--- config.mk ---
export PLATFORM = sky130hd
export DESIGN_NAME = response_frame_parser_core
export DESIGN_NICKNAME = d
export VERILOG_FILES = /design/src/rtl/rfp_pkg.sv /design/src/rtl/rfp_parser.sv /design/src/rtl/response_frame_parser_core.sv
export VERILOG_INCLUDE_DIRS = /design/src /design/src/rtl
export SDC_FILE = /design/constraint.sdc
export NUM_CORES = 1
export LEC_CHECK = 0
export BUFFER_PORTS_ARGS = -buffer_cell sky130_fd_sc_hd__clkbuf_2
export CAP_MARGIN = 5
export CORE_ASPECT_RATIO = 2
export CORE_UTILIZATION = 40
export CTS_CLUSTER_SIZE = 12
export DETAILED_ROUTE_END_ITERATION = 10
export GPL_TIMING_DRIVEN = 0
export PLACE_DENSITY = 0.65
export SLEW_MARGIN = 40
export SYNTH_ARGS = -nofsm -noshare
export SYNTH_HDL_FRONTEND = slang
export SYNTH_SLANG_ARGS = --single-unit
--- constraint.sdc ---
create_clock -name i_clk -period 8.5 [get_ports i_clk]
set_input_delay 0.85 -clock i_clk [delete_from_list [all_inputs] [get_ports i_clk]]
set_output_delay 0.85 -clock i_clk [all_outputs]
set_load 0.005 [all_outputs]
--- src/rtl/response_frame_parser_core_assert.svh ---
// ----------------------------------------------------------------------------
// Assertion macros for the response frame parser
// Clocked on i_clk, disabled while i_rst_n is low.
// ----------------------------------------------------------------------------
`ifndef RESPONSE_FRAME_PARSER_CORE_ASSERT_SVH
`define RESPONSE_FRAME_PARSER_CORE_ASSERT_SVH

// consequent holds in the same cycle as the antecedent
`define RFP_ASSERT_NOW(label, ante, cons, msg) \
    label: assert property (@(posedge i_clk) disable iff (!i_rst_n) \
        (ante) |-> (cons)) else $error(msg);

// consequent holds in the cycle after the antecedent
`define RFP_ASSERT_NXT(label, ante, cons, msg) \
    label: assert property (@(posedge i_clk) disable iff (!i_rst_n) \
        (ante) |=> (cons)) else $error(msg);

`endif

--- src/rtl/rfp_pkg.sv ---
// ----------------------------------------------------------------------------
// rfp_pkg
// Shared types and codes of the response frame parser.
// ----------------------------------------------------------------------------
`default_nettype none

package rfp_pkg;

    // configuration register indexes
    localparam logic [2:0] CFG_START_MARKER = 3'd0;
    localparam logic [2:0] CFG_END_MARKER   = 3'd1;
    localparam logic [2:0] CFG_ERROR_MARKER = 3'd2;
    localparam logic [2:0] CFG_REPLY_MASK   = 3'd3;
    localparam logic [2:0] CFG_WAIT_LIMIT   = 3'd4;

    // configuration reset values
    localparam logic [7:0]  RST_START_MARKER = 8'hE0;
    localparam logic [7:0]  RST_END_MARKER   = 8'hEE;
    localparam logic [7:0]  RST_ERROR_MARKER = 8'hEF;
    localparam logic [7:0]  RST_REPLY_MASK   = 8'h80;
    localparam logic [11:0] RST_WAIT_LIMIT   = 12'd1000;

    // input word kinds
    localparam logic KIND_ARM  = 1'b0;
    localparam logic KIND_BYTE = 1'b1;

    // result word kinds
    localparam logic OUT_DATA   = 1'b0;
    localparam logic OUT_STATUS = 1'b1;

    // frame formats
    localparam logic [1:0] FMT_COUNTED = 2'd0;
    localparam logic [1:0] FMT_LEN8    = 2'd1;
    localparam logic [1:0] FMT_LEN16   = 2'd2;
    localparam logic [1:0] FMT_LIST    = 2'd3;

    // final status codes
    localparam logic [2:0] ST_OK        = 3'd0;
    localparam logic [2:0] ST_ERROR     = 3'd1;
    localparam logic [2:0] ST_TIMEOUT   = 3'd2;
    localparam logic [2:0] ST_BAD_REPLY = 3'd3;
    localparam logic [2:0] ST_COUNT     = 3'd4;
    localparam logic [2:0] ST_NO_PARAMS = 3'd5;

    typedef struct packed {
        logic [7:0]  start_marker;
        logic [7:0]  end_marker;
        logic [7:0]  error_marker;
        logic [7:0]  reply_mask;
        logic [11:0] wait_limit;
    } t_cfg;

    typedef struct packed {
        logic       kind;
        logic [7:0] rx_byte;
        logic [7:0] expected_cmd;
        logic [7:0] expected_params;
        logic [1:0] frame_format;
    } t_item;

    typedef struct packed {
        logic        valid;
        logic        out_kind;
        logic [7:0]  data_byte;
        logic [7:0]  param_index;
        logic [15:0] byte_index;
        logic [2:0]  status;
        logic [15:0] total_length;
        logic        end_matched;
        logic        last;
    } t_result;

endpackage

`default_nettype wire

--- src/rtl/rfp_parser.sv ---
// ----------------------------------------------------------------------------
// rfp_parser
// Frame state and single-word step logic: takes one word, updates the parse
// state and forms at most one result word in the same cycle.
// ----------------------------------------------------------------------------
`default_nettype none

`include "response_frame_parser_core_assert.svh"

module rfp_parser (
    input  wire logic             i_clk,
    input  wire logic             i_rst_n,
    input  wire logic             i_fire,
    input  wire rfp_pkg::t_item   i_item,
    input  wire rfp_pkg::t_cfg    i_cfg,
    output rfp_pkg::t_result      o_res
);
    import rfp_pkg::*;

    typedef enum logic [3:0] {
        PH_IDLE, PH_WAIT, PH_CMD, PH_COUNT, PH_LEN8,
        PH_LENHI, PH_LENLO, PH_DATA, PH_END
    } t_phase;

    t_phase      r_phase,       n_phase;
    logic [11:0] r_wait_count,  n_wait_count;
    logic [7:0]  r_want_cmd,    n_want_cmd;
    logic [7:0]  r_want_count,  n_want_count;
    logic [1:0]  r_format,      n_format;
    logic [7:0]  r_param_total, n_param_total;
    logic [7:0]  r_param_now,   n_param_now;
    logic [15:0] r_length_now,  n_length_now;
    logic [15:0] r_byte_now,    n_byte_now;

    logic [7:0]  w_b;
    logic [7:0]  w_param_inc;
    logic [15:0] w_byte_inc;
    logic [15:0] w_len_lo;
    t_phase      w_after_param;

    assign w_b         = i_item.rx_byte;
    assign w_param_inc = r_param_now + 8'd1;
    assign w_byte_inc  = r_byte_now + 16'd1;
    assign w_len_lo    = {r_length_now[15:8], w_b};

    // phase that follows a finished parameter or block
    always_comb begin
        if (r_format == FMT_LIST) begin
            w_after_param = (w_param_inc == r_param_total) ? PH_END : PH_LEN8;
        end else begin
            w_after_param = PH_END;
        end
    end

    // one parse step
    always_comb begin
        n_phase       = r_phase;
        n_wait_count  = r_wait_count;
        n_want_cmd    = r_want_cmd;
        n_want_count  = r_want_count;
        n_format      = r_format;
        n_param_total = r_param_total;
        n_param_now   = r_param_now;
        n_length_now  = r_length_now;
        n_byte_now    = r_byte_now;
        o_res         = '0;

        if (i_item.kind == KIND_ARM) begin
            // load a new frame wait, dropping any frame in progress
            n_want_cmd    = i_item.expected_cmd;
            n_want_count  = i_item.expected_params;
            n_format      = i_item.frame_format;
            n_wait_count  = '0;
            n_param_total = '0;
            n_param_now   = '0;
            n_length_now  = '0;
            n_byte_now    = '0;
            n_phase       = PH_WAIT;
        end else begin
            case (r_phase)
                PH_WAIT: begin
                    if (w_b == i_cfg.error_marker) begin
                        o_res.valid  = 1'b1;
                        o_res.status = ST_ERROR;
                    end else if (w_b == i_cfg.start_marker) begin
                        n_phase = PH_CMD;
                    end else if (r_wait_count >= i_cfg.wait_limit) begin
                        o_res.valid  = 1'b1;
                        o_res.status = ST_TIMEOUT;
                    end else begin
                        n_wait_count = r_wait_count + 12'd1;
                    end
                end
                PH_CMD: begin
                    if (w_b != (r_want_cmd | i_cfg.reply_mask)) begin
                        o_res.valid  = 1'b1;
                        o_res.status = ST_BAD_REPLY;
                    end else begin
                        n_phase = PH_COUNT;
                    end
                end
                PH_COUNT: begin
                    n_param_total = w_b;
                    n_param_now   = '0;
                    n_length_now  = '0;
                    case (r_format)
                        FMT_COUNTED: begin
                            if (w_b != r_want_count) begin
                                o_res.valid  = 1'b1;
                                o_res.status = ST_COUNT;
                            end else begin
                                n_phase = PH_LEN8;
                            end
                        end
                        FMT_LIST: begin
                            if (w_b == 8'd0) begin
                                o_res.valid  = 1'b1;
                                o_res.status = ST_NO_PARAMS;
                            end else if (w_b != r_want_count) begin
                                o_res.valid  = 1'b1;
                                o_res.status = ST_COUNT;
                            end else begin
                                n_phase = PH_LEN8;
                            end
                        end
                        default: begin
                            // block formats: an empty block goes straight to close
                            if (w_b == 8'd0) begin
                                n_phase = PH_END;
                            end else if (r_format == FMT_LEN8) begin
                                n_phase = PH_LEN8;
                            end else begin
                                n_phase = PH_LENHI;
                            end
                        end
                    endcase
                end
                PH_LEN8: begin
                    n_length_now = {8'd0, w_b};
                    n_byte_now   = '0;
                    n_phase      = (w_b == 8'd0) ? w_after_param : PH_DATA;
                    if (w_b == 8'd0) begin
                        n_param_now = (r_format == FMT_LIST) ? w_param_inc : r_param_now;
                    end
                end
                PH_LENHI: begin
                    n_length_now = {w_b, 8'd0};
                    n_phase      = PH_LENLO;
                end
                PH_LENLO: begin
                    n_length_now = w_len_lo;
                    n_byte_now   = '0;
                    n_phase      = (w_len_lo == 16'd0) ? w_after_param : PH_DATA;
                    if (w_len_lo == 16'd0) begin
                        n_param_now = (r_format == FMT_LIST) ? w_param_inc : r_param_now;
                    end
                end
                PH_DATA: begin
                    o_res.valid       = 1'b1;
                    o_res.out_kind    = OUT_DATA;
                    o_res.data_byte   = w_b;
                    o_res.param_index = r_param_now;
                    o_res.byte_index  = r_byte_now;
                    n_byte_now        = w_byte_inc;
                    if (w_byte_inc >= r_length_now) begin
                        n_phase     = w_after_param;
                        n_param_now = (r_format == FMT_LIST) ? w_param_inc : r_param_now;
                    end
                end
                PH_END: begin
                    o_res.valid        = 1'b1;
                    o_res.status       = ST_OK;
                    o_res.total_length = (r_format == FMT_LIST) ? 16'd0 : r_length_now;
                    o_res.end_matched  = (w_b == i_cfg.end_marker);
                end
                default: begin
                    // idle: drop the byte
                end
            endcase

            // every status word closes the frame
            if (o_res.valid && r_phase != PH_DATA) begin
                o_res.out_kind = OUT_STATUS;
                o_res.last     = 1'b1;
                n_phase        = PH_IDLE;
            end
        end
    end

    // hold parse state
    always_ff @(posedge i_clk) begin
        if (!i_rst_n) begin
            r_phase       <= PH_IDLE;
            r_wait_count  <= '0;
            r_want_cmd    <= '0;
            r_want_count  <= '0;
            r_format      <= '0;
            r_param_total <= '0;
            r_param_now   <= '0;
            r_length_now  <= '0;
            r_byte_now    <= '0;
        end else if (i_fire) begin
            r_phase       <= n_phase;
            r_wait_count  <= n_wait_count;
            r_want_cmd    <= n_want_cmd;
            r_want_count  <= n_want_count;
            r_format      <= n_format;
            r_param_total <= n_param_total;
            r_param_now   <= n_param_now;
            r_length_now  <= n_length_now;
            r_byte_now    <= n_byte_now;
        end
    end

    `RFP_ASSERT_NXT(a_idle_after_status, i_fire && o_res.valid && o_res.last, r_phase == PH_IDLE, "parser not idle after a status word")
    `RFP_ASSERT_NOW(a_arm_silent, i_fire && i_item.kind == KIND_ARM, !o_res.valid, "arm word produced a result")
    `RFP_ASSERT_NOW(a_data_in_range, r_phase == PH_DATA, r_byte_now < r_length_now, "byte index past block length")

endmodule

`default_nettype wire

--- src/rtl/response_frame_parser_core.sv ---
// ----------------------------------------------------------------------------
// response_frame_parser_core
// Start/end delimited reply frame parser with four frame formats.
// ----------------------------------------------------------------------------
// One word is taken per clock, sustained, while the master side keeps up; either
// side may stall freely. A word accepted at one edge is held in an input
// register and stepped through the parser at the next edge at which the result
// register is free. Its result (if any) is visible on the master side from then
// on; with the master side ready, the step is never held back. The only loop is
// the parse state update, which is computed combinationally and registered on
// each step. While a result waits unread the step stalls, one further word is
// taken into the input register, and then the slave side backs up.
// Configuration writes go on the plain write port and should be made while no
// word is in flight.
// ----------------------------------------------------------------------------
`default_nettype none

`include "response_frame_parser_core_assert.svh"

module response_frame_parser_core (
    input  wire logic        i_clk,
    input  wire logic        i_rst_n,
    // configuration write port
    input  wire logic        i_cfg_we,
    input  wire logic [2:0]  i_cfg_idx,
    input  wire logic [11:0] i_cfg_data,
    // slave side
    input  wire logic        s_axis_tvalid,
    output logic             s_axis_tready,
    // [7:0] rx_byte, [15:8] expected_cmd, [23:16] expected_params,
    // [25:24] frame_format, [31:26] zero
    input  wire logic [31:0] s_axis_tdata,
    // [0] kind
    input  wire logic        s_axis_tuser,
    // master side
    output logic             m_axis_tvalid,
    input  wire logic        m_axis_tready,
    // [7:0] data_byte, [15:8] param_index, [31:16] byte_index, [34:32] status,
    // [50:35] total_length, [51] end_matched, [55:52] zero
    output logic [55:0]      m_axis_tdata,
    // [0] out_kind
    output logic             m_axis_tuser,
    // last
    output logic             m_axis_tlast
);
    import rfp_pkg::*;

    t_cfg    r_cfg;
    t_item   r_in;
    logic    r_in_valid;
    t_result r_out;
    t_result w_res;
    logic    w_out_free;
    logic    w_step;
    logic    w_take;

    // step the held word when the result register can take its result
    assign w_out_free    = !r_out.valid || m_axis_tready;
    assign w_step        = r_in_valid && w_out_free;
    assign s_axis_tready = !r_in_valid || w_out_free;
    assign w_take        = s_axis_tvalid && s_axis_tready;

    // configuration registers
    always_ff @(posedge i_clk) begin
        if (!i_rst_n) begin
            r_cfg.start_marker <= RST_START_MARKER;
            r_cfg.end_marker   <= RST_END_MARKER;
            r_cfg.error_marker <= RST_ERROR_MARKER;
            r_cfg.reply_mask   <= RST_REPLY_MASK;
            r_cfg.wait_limit   <= RST_WAIT_LIMIT;
        end else if (i_cfg_we) begin
            case (i_cfg_idx)
                CFG_START_MARKER: r_cfg.start_marker <= i_cfg_data[7:0];
                CFG_END_MARKER:   r_cfg.end_marker   <= i_cfg_data[7:0];
                CFG_ERROR_MARKER: r_cfg.error_marker <= i_cfg_data[7:0];
                CFG_REPLY_MASK:   r_cfg.reply_mask   <= i_cfg_data[7:0];
                CFG_WAIT_LIMIT:   r_cfg.wait_limit   <= i_cfg_data;
                default: begin
                    // unmapped index: drop the write
                end
            endcase
        end
    end

    // input register
    always_ff @(posedge i_clk) begin
        if (!i_rst_n) begin
            r_in_valid <= 1'b0;
        end else if (w_take) begin
            r_in_valid <= 1'b1;
        end else if (w_step) begin
            r_in_valid <= 1'b0;
        end
    end

    always_ff @(posedge i_clk) begin
        if (w_take) begin
            r_in.kind            <= s_axis_tuser;
            r_in.rx_byte         <= s_axis_tdata[7:0];
            r_in.expected_cmd    <= s_axis_tdata[15:8];
            r_in.expected_params <= s_axis_tdata[23:16];
            r_in.frame_format    <= s_axis_tdata[25:24];
        end
    end

    rfp_parser u_parser (
        .i_clk   (i_clk),
        .i_rst_n (i_rst_n),
        .i_fire  (w_step),
        .i_item  (r_in),
        .i_cfg   (r_cfg),
        .o_res   (w_res)
    );

    // result register: load on a step, clear when taken with nothing new
    always_ff @(posedge i_clk) begin
        if (!i_rst_n) begin
            r_out.valid <= 1'b0;
        end else if (w_step) begin
            r_out.valid <= w_res.valid;
        end else if (m_axis_tready) begin
            r_out.valid <= 1'b0;
        end
        if (w_step && w_res.valid) begin
            r_out.out_kind     <= w_res.out_kind;
            r_out.data_byte    <= w_res.data_byte;
            r_out.param_index  <= w_res.param_index;
            r_out.byte_index   <= w_res.byte_index;
            r_out.status       <= w_res.status;
            r_out.total_length <= w_res.total_length;
            r_out.end_matched  <= w_res.end_matched;
            r_out.last         <= w_res.last;
        end
    end

    assign m_axis_tvalid = r_out.valid;
    assign m_axis_tuser  = r_out.out_kind;
    assign m_axis_tlast  = r_out.last;
    assign m_axis_tdata  = {4'd0, r_out.end_matched, r_out.total_length, r_out.status,
                            r_out.byte_index, r_out.param_index, r_out.data_byte};

    `RFP_ASSERT_NOW(a_last_on_status, m_axis_tvalid, m_axis_tuser == m_axis_tlast, "tlast does not mark the status word")
    `RFP_ASSERT_NOW(a_data_no_status, m_axis_tvalid && m_axis_tuser == OUT_DATA, m_axis_tdata[34:32] == ST_OK, "data word carries a status")
    `RFP_ASSERT_NOW(a_fail_no_length, m_axis_tvalid && m_axis_tdata[34:32] != ST_OK, m_axis_tdata[51:35] == 17'd0, "failed status carries length or end match")

endmodule

`default_nettype wire
Word-level counts from Yosys, hierarchy flattened
Cells that the tools add are included.
{ "totals": {"reg_bits": 209, "in_bits": 53, "wordCells": 170} }
{ "classes": {"add_sub_neg": 3, "n_lt_le_gt_ge": 2, "n_eq_ne": 40, "muxes": 60, "bitwise_logic": 3, "n_reduce_logical": 32} }
{ "ops": {"columns": ["cell", "n"], "rows": [
  ["$pmux 16 s4", 1],
  ["$mux 12", 5],
  ["$mux 8", 7],
  ["$mux 55", 1],
  ["$mux 4", 13],
  ["$mux 16", 3],
  ["$eq 8x8->1", 4],
  ["$mux 32", 1],
  ["$pmux 16 s2", 1],
  ["$pmux 8 s4", 1],
  ["$pmux 4 s7", 1],
  ["$reduce_and 2->1", 11],
  ["$mux 17", 1],
  ["$add 16x1->16 const B", 1],
  ["$eq 4x3->1 const B", 4],
  ["$ge 16x16->1", 1],
  ["$logic_not 16->1", 1],
  ["$ne 8x8->1", 2],
  ["$mux 1", 14],
  ["$add 12x1->12 const B", 1],
  ["$ge 12x12->1", 1],
  ["$mux 3", 4],
  ["$ne 3x2->1 const B", 4],
  ["$ne 5x1->1 const B", 2],
  ["other kinds (37)", 55]
]} }

Depth between registers and ports, before layout
Gate-level depths: netlist (run 1).
{ "logic_depth": {"ltp_word": 10, "mapped_depth": 14, "mapped_depth_nobuf": 14} }

Cells and area by module
Synthesis (run 1) repeated with hierarchy kept, for this count alone.
{ "hier_totals": {"cells_unflattened": 1035, "hier_area_um2": 10213.5} }
{ "by_module_without_submodules": {"columns": ["mod", "instances", "cells_per_inst", "area_each_um2", "seq_area_each_um2"], "rows": [
  ["rfp_parser", 1, 770, 5888.1, 1641.6],
  ["response_frame_parser_core", 1, 265, 4325.4, 3353.2]
]} }

Least setup slack after synthesis (run 1)
No wires, ideal clock.
{ "synth_path": {"path_type": "flip-flop to flip-flop", "startpoint": "register r_cfg[11] in the netlist's numbering", "endpoint": "register r_out (netlist bit m_axis_tdata[0]), enable pin", "setup_ps": 543, "arrival_ps": 5491, "required_time_ps": 7957, "slack_ps": 2466, "stages_incl_launch_ff": 9, "period_less_slack_ps": 6034, "cell_sequence": "dfxtp_1 > inv_1 > ha_1 > nand4_1 > or2_2 > o21ai_0 > a21o_1 > nor3_1 > a211oi_1"} }
{ "synth_between": {"elab_chain_cells": 8} }
{ "synth_lines": {"columns": ["element", "line", "rtl"], "rows": [
  ["start: declaration", "response_frame_parser_core.sv:48", "t_cfg r_cfg;"],
  ["$ge 12x12->1", "rfp_parser.sv:87", "end else if (r_wait_count >= i_cfg.wait_limit) begin"],
  ["$mux 1", "rfp_parser.sv:87", null],
  ["$mux 1", "rfp_parser.sv:85", "end else if (w_b == i_cfg.start_marker) begin"],
  ["$mux 1", "rfp_parser.sv:82", "if (w_b == i_cfg.error_marker) begin"],
  ["$pmux 1 s4", "rfp_parser.sv:80", "case (r_phase)"],
  ["$mux 1", "rfp_parser.sv:68", "if (i_item.kind == KIND_ARM) begin"],
  ["$mux 55", "rfp_parser.sv:68", null],
  ["$logic_and 1x1->1", "response_frame_parser_core.sv:124", "if (w_step && w_res.valid) begin"],
  ["end: declaration", "response_frame_parser_core.sv:51", "t_result r_out;"]
]} }
No other way between the ends. The select of a mux whose other input is x is not followed.
A chain may end at the register's enable or synchronous reset.

Worst setup path in the final report (run 1)
{ "layout_path": {"startpoint": "register u_parser.r_byte_now[0]", "endpoint": "register u_parser.r_phase[0]"} }
{ "layout_between": {"elab_chain_cells": 4} }
{ "layout_lines": {"columns": ["element", "line", "rtl"], "rows": [
  ["start: declaration", "rfp_parser.sv:33", "logic [15:0] r_byte_now, n_byte_now;"],
  ["start signal: assignment", "rfp_parser.sv:211", "r_byte_now <= n_byte_now;"],
  ["$add 16x1->16", "rfp_parser.sv:43", "assign w_byte_inc = r_byte_now + 16'd1;"],
  ["$ge 16x16->1", "rfp_parser.sv:165", "if (w_byte_inc >= r_length_now) begin"],
  ["$ne 4x2->1 (no source line)", null, null],
  ["$reduce_and 7->1 (no source line)", null, null],
  ["end signal: assignment", "rfp_parser.sv:203", "r_phase <= n_phase;"],
  ["end: declaration", "rfp_parser.sv:25", "t_phase r_phase, n_phase;"]
]} }
No other way between the ends.

==> results of run 1 <==
[per-layer routing]
metal | up-vias | global-route usage, % | part of all wire [%]
li1 | 4075 | - | -
met2 | 254 | 42.6 | 55
met5 | - | 0 | 0
met3 | 94 | 2.69 | 4.0
met1 | 3910 | 21.1 | 34
met4 | 0 | 15.7 | 7.0
[synth_stat cells (23+ instances only)]
library cell  number
o21ai_0           23
nor2_1            83
and3_1            39
xor2_1            35
ha_1              34
nand2_1          182
edfxtp_1          80
clkbuf_1          48
dfxtp_1          128
a21oi_1           96
nor3_1            46
nand3_1           47
inv_1             35
xnor2_1           23
[stage by stage]
| step | power (W) | cells |
|---|---|---|
| after floorplan | 0.00118 | 1090 |
| after global placement | 0.00123 | 1524 |
| after detailed placement | 0.00124 | 1528 |
| after CTS | 0.00217 | 1568 |
| after global routing | 0.00222 | 1568 |
| final | 0.00214 | 1568 |
[registers in the layout (all words and copies together), names as in the netlist, 8 cells and up]
register and count:
u_parser.r_wait_count 12, m_axis_tdata 52, u_parser.r_want_count 8, r_cfg 44, u_parser.r_want_cmd 8, u_parser.r_param_now 8, u_parser.r_length_now 16, r_in 27
u_parser.r_byte_now 16, u_parser.r_param_total 8
[where the power goes]
group | total (W) | switching (W) | internal [W]
Clock | 0.000927 | 0.000391 | 0.000536
Combinational | 0.000154 | 0.000105 | 0.0000492
Sequential | 0.00106 | 0.00000979 | 0.00105
Total | 0.00214 | 0.000506 | 0.00164
[critical path: cells and delay by family (launching register included)]
family / cells / cell delay [ns]
xor gates and xnor gates: 1 / 0.35
DFF: 1 / 0.52
adders and majority gates: 2 / 0.60
AOI/OAI and AO/OA: 6 / 1.49
and+or+nand+nor: 4 / 1.44
[how the worst min path moves through the flow]
| stage | from | endpoint | slack [ns] | cells past startpoint |
|---|---|---|---|---|
| 2_1_floorplan | r_cfg[10] | r_cfg[10] | 0.44 | 2 |
| 3_3_place_gp | r_cfg[10] | r_cfg[10] | 0.44 | 2 |
| 3_5_place_dp | r_cfg[2] | r_cfg[2] | 0.45 | 2 |
| 4_1_cts | r_cfg[2] | r_cfg[2] | 0.46 | 2 |
| 5_1_grt | r_cfg[2] | r_cfg[2] | 0.47 | 2 |
| 6_report | r_cfg[2] | r_cfg[2] | 0.46 | 2 |
[area by class of cell]
type                       count  area share [%]
clock buffer                  38            5.80
sequential                   208            42.8
clock inverter                 2          0.0863
inverter                      36            1.16
tap                          332            3.58
timing repair buffer         106            4.66
buffer                        66            2.65
multi-input combinational    780            39.3
[kinds of logic (layout without fill, tap and decap cells)]
kind of cell	count (synthesis)	after routing
AO/OA/AOI/OAI	203	203
multiplexers	1	1
flip-flops	208	208
other	1	4
XOR/XNOR	60	60
buffers and inverters	102	248
AND/OR/NAND/NOR	478	478
adder cells (fa/ha/maj)	34	34
[cells in the final DEF, fill, tap and decap left out, types with 23 or more instances in the layout]
cell / synthesis / layout
clkbuf_1: 48 / 60
and3_1: 39 / 39
xor2_1: 35 / 35
edfxtp_1: 80 / 80
nor2_1: 83 / 82
o21ai_0: 23 / 23
clkbuf_2: 0 / 102
nand3_1: 47 / 47
clkbuf_16: 0 / 24
xnor2_1: 23 / 23
a21oi_1: 96 / 96
nor3_1: 46 / 45
inv_1: 35 / 35
nand2_1: 182 / 182
dfxtp_1: 128 / 128
ha_1: 34 / 34
==> metrics, run 1 <==
Post-synth EDFFs 80; layout cells sized above 1 between 10% and 20%; Worst Clk Skew 0.0262 ns; clk sinks 208; run status completed; Die W 113 um; required time worst endpoint 8.96 ns; Setup Slack @ Placement 4.05 ns; Synth Area in Adders ~4.3%; mux share of post-synthesis cell area less than 1%; 1st-pass router iterations 5; Post-CTS Setup Repair Bufs 0; drt drc 0; Fin. Hold Viols 0; Area Overhead vs Synth 16.9%; mean routed wirelength per cell 17.4 um; Clock Latency Late Sink ~0.53 ns; total CTS buffers 22; Starting Density 40.6%; Slew HR a little over two fifths; Layout Nets around 1300; crit path to u_parser.r_phase[0]; cell area after synthesis approximately 9900 um2; row count 81; Tcrit/Tclk final 52.7%; FF+latch area 4960 um2; via count 8333; I/O pin count around 110; Worst-path clk slew 0.06 ns; dpl hpwl 20700 um; hold_ws 0.456 ns; Via density ~5.3; Syn Inst Count 1087; CTS Buffer Depth 3; number of buffers added on ports 102; fin crit period around 4.5 ns; Leak 4.50 nW; Synth Register Bits 208; CTS tree done; crit path cell chain ha_1, nand3_1, nor4_1, and3_1, nand3_1, xnor2_1, ha_1, a21o_1, a221o_1, o21ai_1, o21ai_4, a41oi_1, o221a_2; Crit. End Element flop; DR iter-0 viols 420; reg-to-reg startpoint u_parser.r_byte_now[0]; Yosys warning count 0; Worst Slack Setup Final 4.02 ns; die footprint 25500 um2; Synth top area share between 20 and 30%; worst reg2reg path endpoint u_parser.r_phase[0]; grt total ovfl 0; Critical Path Fanout Max 8; Die H 225 um; ys flop type dfxtp_1; DP Area 10900 um2; hold_buf cts 0; routed wire length 27400 um; Compound-Gate Fraction of Synth Area 12.6%; Placer Congestion around 0.89; Worst Path Arrival 4.94 ns; crit-path max cell delay 0.82 ns; initial antenna violation count 0; sequential area share after synthesis between 50% and 60%; core area 24400 um2; critical setup path kind flop to flop; Hold Path Class flop to flop; Pins Over Slew Limit 0; Max Cap Viol 0; post-layout util 47.5%; RSZ-0062 raised after global routing no; Reg2Reg Setup Slack 4.02 ns; vias in the first global route 8298; Synth Area in Simple Gates 23.1%; critical path's slowest cell nor4_1; Synth area leader dfxtp_1; Fill cells 2355; Worst Setup SP u_parser.r_byte_now[0]; # diodes 0; cts repair resizes 0; clk root buf clkbuf_16; Setup violations, final 0; H-tree levels 1; Setup TNS Final 0 ns; first-pass GRT wire length 43000 um; Tightest Pin Transition 0.863 ns; largest family of logic cells by synthesized area simple AND/OR/NAND/NOR gates; f_max 223 MHz; synth top area cells dfxtp_1 (26%), edfxtp_1 (24%), nand2_1 (6.9%), a21oi_1 (4.8%), ha_1 (4.3%); Distinct cells, synth 68; Tot GR Track Use 22.1%; multi-input combinational cell area between 4000 and 5000 um2; cell count of the worst reg-to-reg path 13; Power Dens Cells about 180 nW/um2; startpoint types flop; Async S/R FF share, synth 0%; post-route cell area ~12000 um2; syn avg cell area 9.13 um2; Synth Area in XOR/XNOR approximately 5.4%; Routed Antenna Nets 0; largest net degree at the start of global routing 28; worst vdd rail ir drop 0.174 mV
Note: power is estimated with default switching activity, not from simulation.
==> run 2: changes to the inputs <==
==> constraint.sdc (replaced) <==
create_clock -name i_clk -period 4.2 [get_ports i_clk]
set_input_delay 0.42 -clock i_clk [delete_from_list [all_inputs] [get_ports i_clk]]
set_output_delay 0.42 -clock i_clk [all_outputs]
set_load 0.005 [all_outputs]
==> run 2 against run 1 <==
  * Setup slack got worse by 3.8 ns
  * Worst hold slack got worse by 0.37 ns
  * Sequential share of layout area rose by 0.25 points
  * Via count barely moved
  * Power rose by 94%
  * Critical path depth rose by 1
  * Fmax rose by 13%
  * Core utilization fell by 0.28 points
  * Die area did not move
  * Count of clock-buffer cells in the layout fell by 2
  * Routed wire length fell by 0.19%
  * Critical path type unchanged
  * Critical endpoint is now u_parser.r_param_now[2]
  * Largest power group unchanged
==> metrics, run 2 (same netlist as run 1, synthesis figures left out) <==
run status completed; worst reg2reg path endpoint u_parser.r_param_now[2]; Slew HR 44.9%; total CTS buffers 21; Crit. End Element flop; crit path to u_parser.r_param_now[2]; Overall Power 0.00417 W; Reg2Reg Setup Slack 0.22 ns; Setup TNS Final 0 ns; FF+latch area 4960 um2; Fin. Hold Viols 0; die footprint 25500 um2; Die W 113 um; multi-input combinational cell area 4570 um2; met1 WL 9300 um; Worst Path Arrival 4.34 ns; clk sinks 208; Worst-path clk slew 0.06 ns; worst vdd rail ir drop 0.351 mV; max reg flops 52; 1st-pass router iterations 5; hold_buf cts 0; drt drc 0; Clock Latency Late Sink 0.51 ns; core area 24400 um2; required time worst endpoint 4.56 ns; H-tree levels 1; cell count of the worst reg-to-reg path 14; Leak 4.47 nW; Non-Filler Instances ~1600; CTS Buffer Depth 3; Pins Over Slew Limit 0; Max Cap Viol 0; commonest non-fill, non-tap cells in the layout nand2_1 (182), dfxtp_1 (128), clkbuf_2 (103), a21oi_1 (96), nor2_1 (82); Critical Path Fanout Max 8; dpl hpwl 20900 um; Worst Setup SP u_parser.r_byte_now[0]; row count 81; Hold Path Class primary input to flop; mean routed wirelength per cell 17.4 um; largest net degree at the start of global routing 28; Layout Nets approximately 1300; vias in the first global route 8084; Tot GR Track Use 21.8%; # diodes 0; reg-to-reg startpoint u_parser.r_byte_now[0]; f_max 251 MHz; commonest non-fill, non-tap cell in the layout nand2_1; CTS tree done; Hold Path Stages 1; Area Overhead vs Synth 16.2%; Setup violations, final 0; wire length on met2 15300 um; initial antenna violation count 0; post-route cell area 11500 um2; Die H 225 um; DP Area 10900 um2; Starting Density 40.6%; DR iter-0 viols between 300 and 400; number of buffers added on ports 102; Tcrit/Tclk final 94.7%; Worst Clk Skew 0.0129 ns; startpoint types flop; I/O pin count 113; uppermost layer routed met4; first-pass GRT wire length 42200 um; via count between 8000 and 9000; Placer Congestion 0.940; Via density between 5 and 6; layout cells sized above 1 13.5%; grt total ovfl 0; placed cells 1528; Routed Antenna Nets 0; Tightest Pin Transition 0.815 ns; routed wire length 27300 um; critical setup path kind flop to flop; Fill cells 2356; clk root buf clkbuf_16; Power Dens Cells 361 nW/um2; RSZ-0062 raised after global routing no; met3 WL 1060 um; fin crit period about 4 ns
-- run 2: cell type report --
| class | instances | area share [%] |
|---|---|---|
| Clock buffer | 36 | 5.14 |
| Sequential cell | 208 | 43.0 |
| Buffer | 66 | 2.67 |
| Timing Repair Buffer | 107 | 4.75 |
| Tap cell | 332 | 3.60 |
| Inverter | 36 | 1.17 |
| Multi-Input combinational cell | 780 | 39.6 |
-- run 2: how the worst min path moves through the flow --
stage,to,startpoint,slack [ns]
after floorplan,r_cfg[10],r_cfg[10],0.44
after global placement,r_cfg[2],r_cfg[2],0.44
after detailed placement,r_cfg[1],r_cfg[1],0.45
after CTS,r_in[10],s_axis_tdata[8],0.07
after global routing,r_in[15],s_axis_tdata[13],0.07
final,r_in[10],s_axis_tdata[8],0.08
-- run 2: layer usage --
layer  vias to the layer above  global-route usage [%]
met5                         -                       0
met4                         0                    13.5
met3                        73                    1.99
met2                       256                    43.5
met1                      3929                    20.8
li1                       4080                       -
-- run 2: per-stage QoR --
step	setup WS [ns]	utilization (%)	hold slack (ns)
floorplan	0.00284	-	0.436
global placement	-1.44	44.5	0.444
detailed placement	-0.240	44.7	0.448
CTS	0.0851	47.2	0.0674
global route	0.0108	47.2	0.0740
finish	0.222	47.2	0.0842
-- run 2: timing repair --
| action | in CTS | in global routing |
|---|---|---|
| pin swaps | 0 | 1 |
| gates cloned | 0 | 0 |
| endpoints found under the hold margin | 0 | 0 |
| gates resized for setup | 2 | 1 |
| setup buffers | 0 | 1 |
| endpoints found under the setup margin | 11 | 10 |
-- run 2: critical path, cell delays in order (launching register included) --
cell and delay (ns):
dfxtp_1 0.53, ha_1 0.27, nand3_1 0.31, nor4_4 0.35
and3_1 0.22, nand3_1 0.09, xnor2_1 0.34, ha_1 0.32
a21o_1 0.19, a221o_1 0.34, o21ai_1 0.20, o21ai_4 0.14
nand4_1 0.30, or3b_1 0.17, a21oi_1 0.06
-- run 2: where the power goes --
group	internal (W)	switching (W)	leakage, nW	total [W]
Sequential	0.00213	0.0000212	1.81	0.00215
Combinational	0.0000995	0.000210	2.37	0.000309
Clock	0.000952	0.000753	0.285	0.00170
Total	0.00318	0.000984	4.47	0.00417
